[config.mk]
export PLATFORM = sky130hd
export DESIGN_NAME = skcu_ctrl
export DESIGN_NICKNAME = d
export VERILOG_FILES = /design/src/design/skcu_pkg.sv /design/src/design/skcu_ctrl.sv
export SDC_FILE = /design/constraint.sdc
export NUM_CORES = 1
export LEC_CHECK = 0
export BUFFER_PORTS_ARGS = -buffer_cell sky130_fd_sc_hd__buf_2
export CORE_AREA = 2 2 39 41
export CTS_BUF_LIST = sky130_fd_sc_hd__clkbuf_2 sky130_fd_sc_hd__clkbuf_4 sky130_fd_sc_hd__clkbuf_8
export DETAILED_ROUTE_END_ITERATION = 8
export DIE_AREA = 0 0 41 43
export PLACE_DENSITY = 0.53
export SYNTH_ARGS = -nofsm -noshare
export SYNTH_HDL_FRONTEND = slang
export SYNTH_SLANG_ARGS = --single-unit
[constraint.sdc]
create_clock -name clk -period 3.9 [get_ports clk]
set_clock_uncertainty 0.2 [all_clocks]
set_input_delay 0.195 -clock clk [delete_from_list [all_inputs] [get_ports clk]]
set_output_delay 0.195 -clock clk [all_outputs]
set_load 0.05 [all_outputs]
[src/design/skcu_pkg.sv]
`default_nettype none

package skcu_pkg;

    // Width of every item and result field on the ports
    localparam int FIELD_W = 10;

    // Reset value of the person count register
    localparam logic [FIELD_W-1:0] PERSON_COUNT_RESET = 10'd1023;

    typedef enum logic [2:0] {
        ST_CLEAR,
        ST_IDLE,
        ST_FIND,
        ST_COMP,
        ST_LINK,
        ST_MERGE_A,
        ST_MERGE_B,
        ST_DONE
    } state_t;

    // Controller to datapath
    typedef struct packed {
        logic clear_step;   // write one entry of the reset sweep
        logic accept;       // latch item, read parent of person and key owner
        logic invalid_res;  // stage the empty result of a rejected item
        logic walk_step;    // follow one parent link toward the root
        logic root_found;   // latch root, restart at the start node
        logic comp_step;    // point current node at root, move on
        logic start_owner;  // begin second find at the key owner
        logic own_write;    // record person as owner of key
        logic prep_plain;   // stage a no-merge result
        logic merge_a;      // write new size at winner root
        logic merge_b;      // hang loser root under winner
        logic load_out;     // move staged result to the output register
    } cmd_t;

    // Datapath to controller
    typedef struct packed {
        logic clear_last;
        logic item_ok;
        logic rd_nonneg;
        logic comp_go;
        logic phase_second;
        logic owner_zero;
        logic same_root;
        logic out_free;
    } status_t;

endpackage

`default_nettype wire

[src/design/skcu_ctrl.sv]
`default_nettype none

module skcu_ctrl (
    input  wire logic              clk,
    input  wire logic              rst_n,
    input  wire logic              item_valid,
    output logic                   item_ready,
    input  wire skcu_pkg::status_t status,
    output skcu_pkg::cmd_t         cmd
);

    skcu_pkg::state_t state_reg;
    skcu_pkg::state_t state_next;

    always_ff @(posedge clk or negedge rst_n)
    begin
        if (!rst_n)
        begin
            state_reg <= skcu_pkg::ST_CLEAR;
        end
        else
        begin
            state_reg <= state_next;
        end
    end

    always_comb
    begin
        state_next = state_reg;
        cmd        = '0;
        item_ready = 1'b0;
        unique case (state_reg)
            skcu_pkg::ST_CLEAR:
            begin
                cmd.clear_step = 1'b1;
                if (status.clear_last)
                begin
                    state_next = skcu_pkg::ST_IDLE;
                end
            end
            skcu_pkg::ST_IDLE:
            begin
                item_ready = 1'b1;
                if (item_valid)
                begin
                    cmd.accept = 1'b1;
                    if (status.item_ok)
                    begin
                        state_next = skcu_pkg::ST_FIND;
                    end
                    else
                    begin
                        cmd.invalid_res = 1'b1;
                        state_next      = skcu_pkg::ST_DONE;
                    end
                end
            end
            skcu_pkg::ST_FIND:
            begin
                if (status.rd_nonneg)
                begin
                    cmd.walk_step = 1'b1;
                end
                else
                begin
                    cmd.root_found = 1'b1;
                    state_next     = skcu_pkg::ST_COMP;
                end
            end
            skcu_pkg::ST_COMP:
            begin
                if (status.comp_go)
                begin
                    cmd.comp_step = 1'b1;
                end
                else
                begin
                    state_next = skcu_pkg::ST_LINK;
                end
            end
            skcu_pkg::ST_LINK:
            begin
                if (!status.phase_second)
                begin
                    if (status.owner_zero)
                    begin
                        cmd.own_write  = 1'b1;
                        cmd.prep_plain = 1'b1;
                        state_next     = skcu_pkg::ST_DONE;
                    end
                    else
                    begin
                        cmd.start_owner = 1'b1;
                        state_next      = skcu_pkg::ST_FIND;
                    end
                end
                else if (status.same_root)
                begin
                    cmd.prep_plain = 1'b1;
                    state_next     = skcu_pkg::ST_DONE;
                end
                else
                begin
                    cmd.merge_a = 1'b1;
                    state_next  = skcu_pkg::ST_MERGE_B;
                end
            end
            skcu_pkg::ST_MERGE_A:
            begin
                // merge normally enters through LINK; kept for a complete decode
                cmd.merge_a = 1'b1;
                state_next  = skcu_pkg::ST_MERGE_B;
            end
            skcu_pkg::ST_MERGE_B:
            begin
                cmd.merge_b = 1'b1;
                state_next  = skcu_pkg::ST_DONE;
            end
            skcu_pkg::ST_DONE:
            begin
                if (status.out_free)
                begin
                    cmd.load_out = 1'b1;
                    state_next   = skcu_pkg::ST_IDLE;
                end
            end
            default:
            begin
                state_next = skcu_pkg::ST_IDLE;
            end
        endcase
    end

endmodule

`default_nettype wire

== Yosys cells after proc, flatten, opt, wreduce, memory -nomap -nowiden ==
Index checks and enable logic that the tools add are counted.

* Flip-flop bits (word level): 3
* Output and inout port bits: 13

* Eq/ne operators: 12
* Mux-type cells: 32
* Reduce and logical (&&, ||, !) cells: 2

{| class="wikitable"
|+ Operator list
! cell !! count
|-
| $mux 3 || 9
|-
| $pmux 3 s8 || 1
|-
| $mux 1 || 16
|-
| $eq 3x3->1 const B || 4
|-
| $mux 2 || 5
|-
| $ne 2x2->1 const B || 5
|-
| $eq 3x2->1 const B || 2
|-
| $reduce_and 5->1 || 1
|-
| $eq 3x1->1 const B || 1
|-
| $logic_not 3->1 || 1
|-
| $pmux 1 s2 || 1
|}

== Depth between registers and ports, before layout ==
Gate-level depths: netlist of the first run.

* Depth after elaboration: 3
* Gate-level depth with buffers: 6
* Mapped depth without buffers: 4

== Worst setup path after synthesis of the first run ==
OpenSTA, ideal clock, no wires.

* Path type: reg2out
* Start: register state_reg[1]
* End: output port cmd[9] in the netlist's numbering
* Arrival time: 2448 ps
* Data required time: 3505 ps
* Slack: 1057 ps
* Cell stages (with the launch flop): 4
* Path buffers: 1
* Cells stage by stage: dfrtp_1 buf_2 nor3b_1 and3_1

{| class="wikitable"
|+ RTL lines
! item !! RTL line !! text
|-
| from (decl) || skcu_ctrl.sv:12 || <nowiki>skcu_pkg::state_t state_reg;</nowiki>
|-
| from (signal assigned) || skcu_ctrl.sv:19 || <nowiki>state_reg <= skcu_pkg::ST_CLEAR;</nowiki>
|-
| from (signal assigned) || skcu_ctrl.sv:23 || <nowiki>state_reg <= state_next;</nowiki>
|-
| to (decl) || skcu_ctrl.sv:9 || <nowiki>output skcu_pkg::cmd_t cmd</nowiki>
|}

==> results.md, run 1 <==
- TritonCTS clock tree: yes
- Placed Instances: 81
- Antenna violations before repair: 0
- R2R cell count: 4
- Leak pwr: 0.269 nW
- Worst slew margin: 0.661
- Row count: 14
- Fmax achieved: 487 MHz
- Element type at the critical path start: register
- Routability-driven placement congestion ratio: 0.641
- Die width: 41 µm
- Syn Nets: 58
- Power per Cell Area: 870 nW/µm²
- Post-synthesis cell area: 362 µm²
- Hold Vio Cnt, Final: 0
- Hold Path Class: in -> async
- Routed Antenna Nets: 0
- Final critical-path required period: 2.05 ns
- Status: finished, final reports clean
- Required time of the critical path: 3.50 ns
- Crit share post-route: 0.526
- Yosys warnings: 0
- Sequential share of the synthesized area: 0.208
- Commonest cells after routing, fill and taps aside: buf_2, inv_1, nor2_1, nor3_1, clkbuf_4
- Multi-input gate area: 243 µm²
- Mapped Cells: 47
- Post-CTS Setup Bufs: 0
- DRC: 0
- Post-synth ARST share: 1.00
- Clock root buffer: clkbuf_4
- RR Startpoint: state_reg[0]
- Clock Pin Slew Worst Setup and Hold Paths: 0.04 ns
- Slew @ Worst Pin: 0.509 ns
- Reported max-cap violation count: 0
- Die area: 1760 µm²
- WL final: 904 µm
- Mean Syn Cell Area: 7.69 µm²
- Overall Global Routing Usage: 0.118
- Crit path capture type: primary output
- Peak supply drop: 0.201 mV
- Critical Path Max Stage Delay: 0.65 ns
- Layout cells sized above 1: 0.437
- Total congestion overflow: 0
- Antenna cells: 0
- Synth cell types: 29
- CP Cell Sequence: nor3b_1 -> and3_1 -> buf_2
- Slew Viols, Final: 0
- Fin Setup TNS: 0 ns
- Routed len/inst: 10.4 µm
- Type of the worst setup path: reg -> out
- CTS H-tree depth: 1
- EDFF count, synth: 0
- Final HPWL DP: 642 µm
- Initial Utilization: 0.261
- CP Max Fanout: 18
- Clock Latency Late Sink: 0.23 ns
- TritonCTS Buffers: 3
- First-pass GRT wire length: 1.39 mm
- Final net count: 83
- Dominant synthesized flop cell: dfrtp_1
- Register Area: 75.1 µm²
- Vias/cell: 4.75
- Clock tree buffer depth: 2
- FF-to-FF End: state_reg[0]
- Layout Cells excl Fill: 87
- Number of synthesized register bits: 3
- Port Buf Inserts: 23
- Initial DRC count: 4
- Fill cells: 152
- Via count: 413
- Io pins: 24
- Setup violators final: 0
- Data arrival, critical path: 1.66 ns
- Largest net degree at the start of global routing: 19
- Clk sinks: 3
- DRT Pass-1 Iters: 2
- Vias in the first global route: 355
- Max reg flops: 3
- Die H: 43 µm
- Final core occ: 0.374
- Area delta synth->final: 43.3%
- Pwr Total: 0.451 mW
- Slowest stage cell, crit path: dfrtp_1
- Flop-to-flop setup slack: 1.91 ns
- RSZ-0062 raised after global routing: no
- Core ar.: 1380 µm²
- Most common cell after layout, fill and taps aside: buf_2
==> cells by family after synthesis <==
family                 count (synthesis)  share of synthesized area
buffers and inverters                  9                      0.121
AO/OA/AOI/OAI                         13                      0.266
AND/OR/NAND/NOR                       19                      0.305
flip-flops                             3                      0.208
multiplexers                           3                      0.100
==> worst max-delay path by stage <==
stage	start	to	slack (ns)	cells past startpoint
2_1_floorplan	state_reg[1]	cmd[9]	1.06	3
3_3_place_gp	state_reg[0]	state_reg[0]	1.94	4
3_5_place_dp	state_reg[0]	state_reg[0]	1.92	4
4_1_cts	state_reg[0]	cmd[9]	1.81	3
5_1_grt	state_reg[1]	cmd[8]	1.70	3
6_report	state_reg[0]	cmd[9]	1.85	3
==> cells in the mapped netlist (2+ instances only) <==
cell / count / share of area
a21oi_1: 2 / 0.028
buf_2: 2 / 0.028
clkbuf_1: 2 / 0.021
dfrtp_1: 3 / 0.21
inv_1: 4 / 0.042
nor2_1: 4 / 0.042
nor3_1: 4 / 0.055
nor3b_1: 3 / 0.062
o21ai_0: 3 / 0.042
==> per-stage QoR <==
| stage | instance area (µm²) | hold WS [ns] | setup slack (ns) |
|---|---|---|---|
| floorplan | 362 | -0.301 | 1.06 |
| global placement | 468 | -0.207 | 1.94 |
| detailed placement | 468 | -0.208 | 1.92 |
| CTS | 518 | 0.0794 | 1.81 |
| global route | 518 | 0.0875 | 1.70 |
| finish | 518 | 0.0844 | 1.85 |
==> metal layers <==
| metal | wire length [µm] | track usage | vias to the layer above |
|---|---|---|---|
| met5 | 0 | 0 | - |
| met4 | 17 | 0.120 | 0 |
| li1 | - | - | 217 |
| met3 | 44 | 0.0157 | 2 |
| met2 | 433 | 0.156 | 12 |
| met1 | 409 | 0.151 | 182 |
==> worst max-delay path, delay by kind of cell, from the launching register on <==
family	cells	cell delay, ns
DFF	1	0.65
and+or+nand+nor	2	0.51
buffers and inverters	1	0.25
==> where the power goes <==
group	switching [mW]	total (mW)	internal [mW]
sequential	0.0663	0.114	0.0475
clock	0.0161	0.0613	0.0453
combinational	0.172	0.276	0.103
total	0.255	0.451	0.196
==> area by class of cell <==
cell class / instances / area share
Clock buffer: 4 / 0.0580
Inverter: 4 / 0.0290
Multi-Input combinational cell: 35 / 0.469
Sequential cell: 3 / 0.145
Tap cell: 16 / 0.0386
Timing Repair Buffer: 25 / 0.261
==> repair_timing <==
| item | in CTS | in global routing |
|---|---|---|
| endpoints found under the hold margin | 4 | 0 |
| hold buffers | 2 | 0 |
| gates resized for setup | 0 | 0 |
| endpoints found under the setup margin | 0 | 0 |
Power figures use the tool's default switching activity.
==> run 2: changes to the inputs <==
- clock period: 3.9 -> 2.1 ns (I/O delays scaled with it)
==> run 2 against run 1 <==
Effect of this change: routed wire length increased by 5.6%; first-iteration DRC count increased by 75%; core utilization increased by 3.9 points; sequential share of layout area decreased by 1.1 points; worst setup slack got worse by 1.6 ns; hold slack got worse by 0.056 ns; non-clock buffer count increased by 3; sequential power increased by 45%; die area unchanged; clock power increased by 91%; register-to-register slack got worse by 1.5 ns; critical path type unchanged; largest cell class unchanged; highest routed layer unchanged.
==> results.md, run 2 (synthesis gave the netlist of run 1 again) <==
- Via count: 437 (+5.8%)
- Fmax achieved: 553 MHz
- FF-to-FF End: state_reg[0]
- Port Buf Inserts: 23 (unchanged)
- Clk sinks: 3 (unchanged)
- Final critical-path required period: 1.81 ns
- Fin Setup TNS: 0 ns (unchanged)
- Crit path buffers/inverters: 2 (+1)
- Clock root buffer: clkbuf_4
- Worst hold path endpoint: state_reg[1]
- Io pins: 24 (unchanged)
- Hold path start: item_valid
- CP Max Fanout: 9 (-9)
- RSZ-0062 raised after global routing: no
- Die width: 41 µm (unchanged)
- Final core occ: 0.413 (+0.0389)
- TritonCTS Buffers: 3 (unchanged)
- DRT Pass-1 Iters: 4 (+2)
- Setup WS post-layout: 0.293 ns (-1.55 ns)
- Crit path capture type: primary output
- Row count: 14 (unchanged)
- Peak supply drop: 0.408 mV (+100%)
- Crit share post-route: 0.860
- Die H: 43 µm (unchanged)
- M3 GR Usage: 0.0314 (+0.0157)
- Internal Power: 0.405 mW (+110%)
- Slew Viols, Final: 0 (unchanged)
- Layout cells sized above 1: 0.527 (+0.0904)
- Hold Path Class: in -> reg
- Status: finished, final reports clean
- Total congestion overflow: 0 (unchanged)
- Power per Cell Area: 1590 nW/µm² (+82%)
- Antenna violations before repair: 0 (unchanged)
- M2 GR Usage: 0.169 (+0.0125)
- Data arrival, critical path: 1.50 ns (-0.16 ns)
- Dpl ws: 0.283 ns (-1.63 ns)
- Slowest stage cell, crit path: dfrtp_1
- Post-CTS Setup Bufs: 0 (unchanged)
- DRC: 0 (unchanged)
- Max reg flops: 3 (unchanged)
- Commonest cells after routing, fill and taps aside: buf_2, inv_1, nor2_1, nor3_1, clkbuf_4
- TritonCTS clock tree: yes
- Start point of the critical path: state_reg[2]
- CTS H-tree depth: 1 (unchanged)
- Initial DRC count: 7 (+3)
- Initial Utilization: 0.261 (unchanged)
- RR Startpoint: state_reg[0]
- CP Cell Sequence: buf_4 -> nand3_1 -> nor2_1 -> buf_2
- Clock Pin Slew Worst Setup and Hold Paths: 0.04 ns (about the same)
- Core ar.: 1380 µm² (unchanged)
- Largest net degree at the start of global routing: 18 (-1)
- First-pass GRT wire length: 1.52 mm (+9.0%)
- Setup violators final: 0 (unchanged)
- Switching pwr: 0.503 mW (+97%)
- Routed len/inst: 10.6 µm (+2.1%)
- Slew @ Worst Pin: 0.299 ns (-0.210 ns)
- Antenna cells: 0 (unchanged)
- Most common cell after layout, fill and taps aside: buf_2
- Final net count: 86 (+3.6%)
- Critical Path Max Stage Delay: 0.50 ns (-0.15 ns)
- Flop-to-flop setup slack: 0.42 ns (-1.49 ns)
- Clock tree buffer depth: 2 (unchanged)
- Area delta synth->final: 58.1%
- Vias in the first global route: 363 (+2.3%)
- Worst slew margin: 0.801 (+0.140)
- Overall Global Routing Usage: 0.126 (+0.00778)
- Reported max-cap violation count: 0 (unchanged)
- Required time of the critical path: 1.79 ns (-1.71 ns)
- Routed Antenna Nets: 0 (unchanged)
- Hold depth: 3
- Pwr Total: 0.908 mW (+100%)
- CP delay by family, top: flip-flops
- Vias/cell: 4.86 (+2.3%)
- Leak pwr: 0.289 nW (+7.5%)
- Clock power share: 0.128 (-0.008)
- R2R cell count: 4 (unchanged)
- Type of the worst setup path: reg -> out
- Gr busiest metal: met1
- Routability-driven placement congestion ratio: 0.667 (+4.1%)
- Sequential share of power: 0.181 (-0.071)
- Hold Vio Cnt, Final: 0 (unchanged)
- WL final: 955 µm (+5.6%)
- Combinational share of power: 0.690 (+0.078)
- Die area: 1760 µm² (unchanged)
- Switching Fraction: 0.554 (-0.0112)
- Final HPWL DP: 700 µm (+9.1%)
- Element type at the critical path start: register
- Met1 GRT Util: 0.173 (+0.0214)
- Clock Latency Late Sink: 0.24 ns (about the same)
## run 2: cell types whose count changed in the layout (fill, tap and decap cells not counted)
| cell | before | now |
|---|---|---|
| nor3b_2 | 0 | 3 |
| dfrtp_2 | 0 | 1 |
| nor3b_1 | 3 | 0 |
| nor4_1 | 1 | 0 |
| nor4b_2 | 0 | 1 |
| nor4_2 | 0 | 1 |
| dlygate4sd3_1 | 2 | 3 |
| dfrtp_1 | 3 | 2 |
| nor4b_1 | 1 | 0 |
| buf_4 | 0 | 2 |
## run 2: worst reg2reg max path, cell delays in order (launching register included)
cell,delay (ns)
dfrtp_1,0.39
mux2_4,0.31
a21oi_2,0.14
a2bb2oi_2,0.19
mux2_1,0.33
## run 2: cell type report
| cell class | count | area, µm² |
|---|---|---|
| inverters | 4 | 15.0 |
| clock buffers | 4 | 30.0 |
| well taps | 16 | 20.0 |
| repair buffers | 28 | 160 |
| multi-input cells | 35 | 270 |
| flip-flops and latches | 3 | 76.3 |
| fillers | 152 | 812 |
## run 2: stage by stage
stage	cell area (µm²)	hold WS, ns	instances
2_1_floorplan	389	-0.391	47
3_3_place_gp	510	-0.297	83
3_5_place_dp	510	-0.297	83
4_1_cts	571	0.0186	90
5_1_grt	572	0.0465	90
6_report	572	0.0289	90
## run 2: worst max path at each step
stage                         endpoint  slack [ns]  cells past startpoint
final                           cmd[0]        0.29                      4
after global routing            cmd[0]        0.19                      4
after CTS                       cmd[7]        0.11                      3
after detailed placement  state_reg[0]        0.28                      4
after global placement    state_reg[0]        0.31                      4
after floorplan                 cmd[9]       -0.09                      3
## run 2: per-layer routing
layer | share of wire | vias up | wire [µm]
met5 | 0 | - | 0
met4 | 0.026 | 0 | 25
met3 | 0.045 | 2 | 43
met2 | 0.48 | 12 | 457
met1 | 0.45 | 197 | 429
li1 | - | 226 | -
## run 2: power groups by stage
stage / combinational [mW] / clock (mW) / sequential, mW
after floorplan: 0.580 / 0 / 0.107
after detailed placement: 0.625 / 0 / 0.164
after global placement: 0.626 / 0 / 0.163
final: 0.626 / 0.117 / 0.165
after CTS: 0.632 / 0.122 / 0.163
after global routing: 0.674 / 0.131 / 0.174
## run 2: what timing repair did
action                     4_1_cts  5_1_grt
gates resized for setup          0        1
hold endpoints to repair         4        0
hold buffers                     3        0
setup endpoints to repair        0        2
==> run 3: changes to the inputs <==
==> constraint.sdc (replaced) <==
create_clock -name clk -period 2.1 [get_ports clk]
set_clock_uncertainty 0.2 [all_clocks]
set_input_delay 0.42 -clock clk [delete_from_list [all_inputs] [get_ports clk]]
set_output_delay 0.42 -clock clk [all_outputs]
set_load 0.05 [all_outputs]
==> run 3 against run 2 <==
Effect of this change: combinational power decreased by 3.2%; final cell count fell by 2.2%; cell area is 0.44% lower; first-iteration DRC count increased by 57%; routed wire length rose by 3.7%; highest routed layer unchanged.
==> results.md, run 3 (synthesis gave the netlist of run 1 again) <==
- Status: finished, final reports clean
- Port Buf Inserts: 23 (unchanged)
- Worst slew margin: 0.796 (-0.00426)
- Area delta synth->final: 57.4%
- CTS H-tree depth: 1 (unchanged)
- Leak pwr: 0.279 nW (-3.5%)
- Layout cells sized above 1: 0.597 (+0.0702)
- CP delay by family, top: flip-flops
- Hold Path Class: in -> reg
- Required time of the critical path: 1.48 ns (-0.31 ns)
- Initial Utilization: 0.261 (unchanged)
- Data arrival, critical path: 1.41 ns (-0.09 ns)
- Register Area: 78.8 µm² (+3.3%)
- TritonCTS Buffers: 3 (unchanged)
- Multi-input gate area: 278 µm² (+2.8%)
- Io pins: 24 (unchanged)
- RSZ-0062 raised after global routing: no
- Clk sinks: 3 (unchanged)
- Power per Cell Area: 1630 nW/µm² (+2.5%)
- Crit path top cell by count: buf_4
- Antenna violations before repair: 0 (unchanged)
- DRT Pass-1 Iters: 4 (unchanged)
- Final HPWL DP: 770 µm (+10%)
- Clock Latency Late Sink: 0.24 ns (about the same)
- Slowest stage cell, crit path: dfrtp_2
- CP Max Fanout: 12 (+3)
- Reported max-cap violation count: 0 (unchanged)
- Die width: 41 µm (unchanged)
- WL final: 990 µm (+3.7%)
- Type of the worst setup path: reg -> out
- Row count: 14 (unchanged)
- Hold Worst Slack: 0.168 ns (+0.139 ns)
- Post-CTS Setup Bufs: 0 (unchanged)
- Clock root buffer: clkbuf_4
- Die area: 1760 µm² (unchanged)
- Slew @ Worst Pin: 0.306 ns (+0.00640 ns)
- Routed len/inst: 11.3 µm (+6.0%)
- Routability-driven placement congestion ratio: 0.708 (+6.1%)
- Dpl ws: 0.185 ns (-0.0984 ns)
- Vias/cell: 4.98 (+2.5%)
- Commonest cells after routing, fill and taps aside: buf_2, clkbuf_4, inv_1, buf_4
- Critical Path Max Stage Delay: 0.47 ns (-0.03 ns)
- Crit path buffers/inverters: 2 (unchanged)
- Final critical-path required period: 2.03 ns (+0.223 ns)
- Core ar.: 1380 µm² (unchanged)
- Element type at the critical path start: register
- CP Cell Sequence: buf_4 -> nor4_2 -> buf_4
- Overall Global Routing Usage: 0.119 (-0.00713)
- Peak supply drop: 0.518 mV (+27%)
- Fmax achieved: 493 MHz (-11%)
- Antenna cells: 0 (unchanged)
- Flop-to-flop setup slack: 0.33 ns (-0.09 ns)
- Final net count: 84 (-2.3%)
- Total congestion overflow: 0 (unchanged)
- Crit path capture type: primary output
- First-pass GRT wire length: 1.46 mm (-3.7%)
- TritonCTS clock tree: yes
- Die H: 43 µm (unchanged)
- Max reg flops: 3 (unchanged)
- Slew Viols, Final: 0 (unchanged)
- Clock Pin Slew Worst Setup and Hold Paths: 0.04 ns (about the same)
- Final core occ: 0.411 (-0.00181)
- Clock tree buffer depth: 2 (unchanged)
- Largest net degree at the start of global routing: 17 (-1)
- Crit share post-route: 0.967 (+0.106)
- Via count: 438 (+0.23%)
- Most common cell after layout, fill and taps aside: buf_2
- Fill cells: 158 (+3.9%)
- Hold Vio Cnt, Final: 0 (unchanged)
- Initial DRC count: 11 (+4)
- Setup WS post-layout: 0.0702 ns (-0.223 ns)
- Fin Setup TNS: 0 ns (unchanged)
- Setup violators final: 0 (unchanged)
- Routed Antenna Nets: 0 (unchanged)
- DRC: 0 (unchanged)
- Vias in the first global route: 334 (-8.0%)
-- run 3: area by class of cell --
class,instances,share of cell area
multi-input combinational,35,0.488
inverter,4,0.0264
clock buffer,4,0.0527
timing repair buffer,26,0.259
tap,16,0.0352
sequential,3,0.138
-- run 3: power breakdown --
part | total [mW] | switching (mW) | internal (mW)
registers | 0.198 | 0.103 | 0.0953
clock network | 0.122 | 0.0378 | 0.0846
logic | 0.606 | 0.373 | 0.233
-- run 3: per-layer routing --
layer,track usage,vias up,part of all wire
li1,-,222,-
met2,0.156,14,0.45
met1,0.172,200,0.46
met5,0,-,0
met3,0.0314,2,0.071
met4,0.0600,0,0.017
-- run 3: worst reg2reg max path, cell delays in order, from the launching register on --
cell and delay, ns:
dfrtp_2 0.47, mux2_4 0.32, a21oi_2 0.14, a2bb2oi_2 0.18, mux2_1 0.33
-- run 3: timing repair --
action,in CTS,in global routing
setup endpoints to repair,8,2
hold buffers,1,0
endpoints found under the hold margin,3,0
pin swaps,0,0
resized for setup,4,3
gates cloned,0,0
-- run 3: final timing paths --
kind | from | end | cells after the start
setup / recovery | state_reg[0] | cmd[7] | 3
hold / removal | status[0] | state_reg[2] | 2
setup reg to reg | state_reg[0] | state_reg[0] | 4
hold reg to reg | state_reg[0] | state_reg[1] | 1
max in group asynchronous | rst_n | state_reg[1] | 2
min in group asynchronous | rst_n | state_reg[2] | 2
-- run 3: through the flow --
step,power (mW),std cells,area [µm²]
detailed placement,0.798,83,518
floorplan,0.690,47,397
global route,0.990,88,569
finish,0.927,88,569
CTS,0.933,88,564
global placement,0.799,83,518
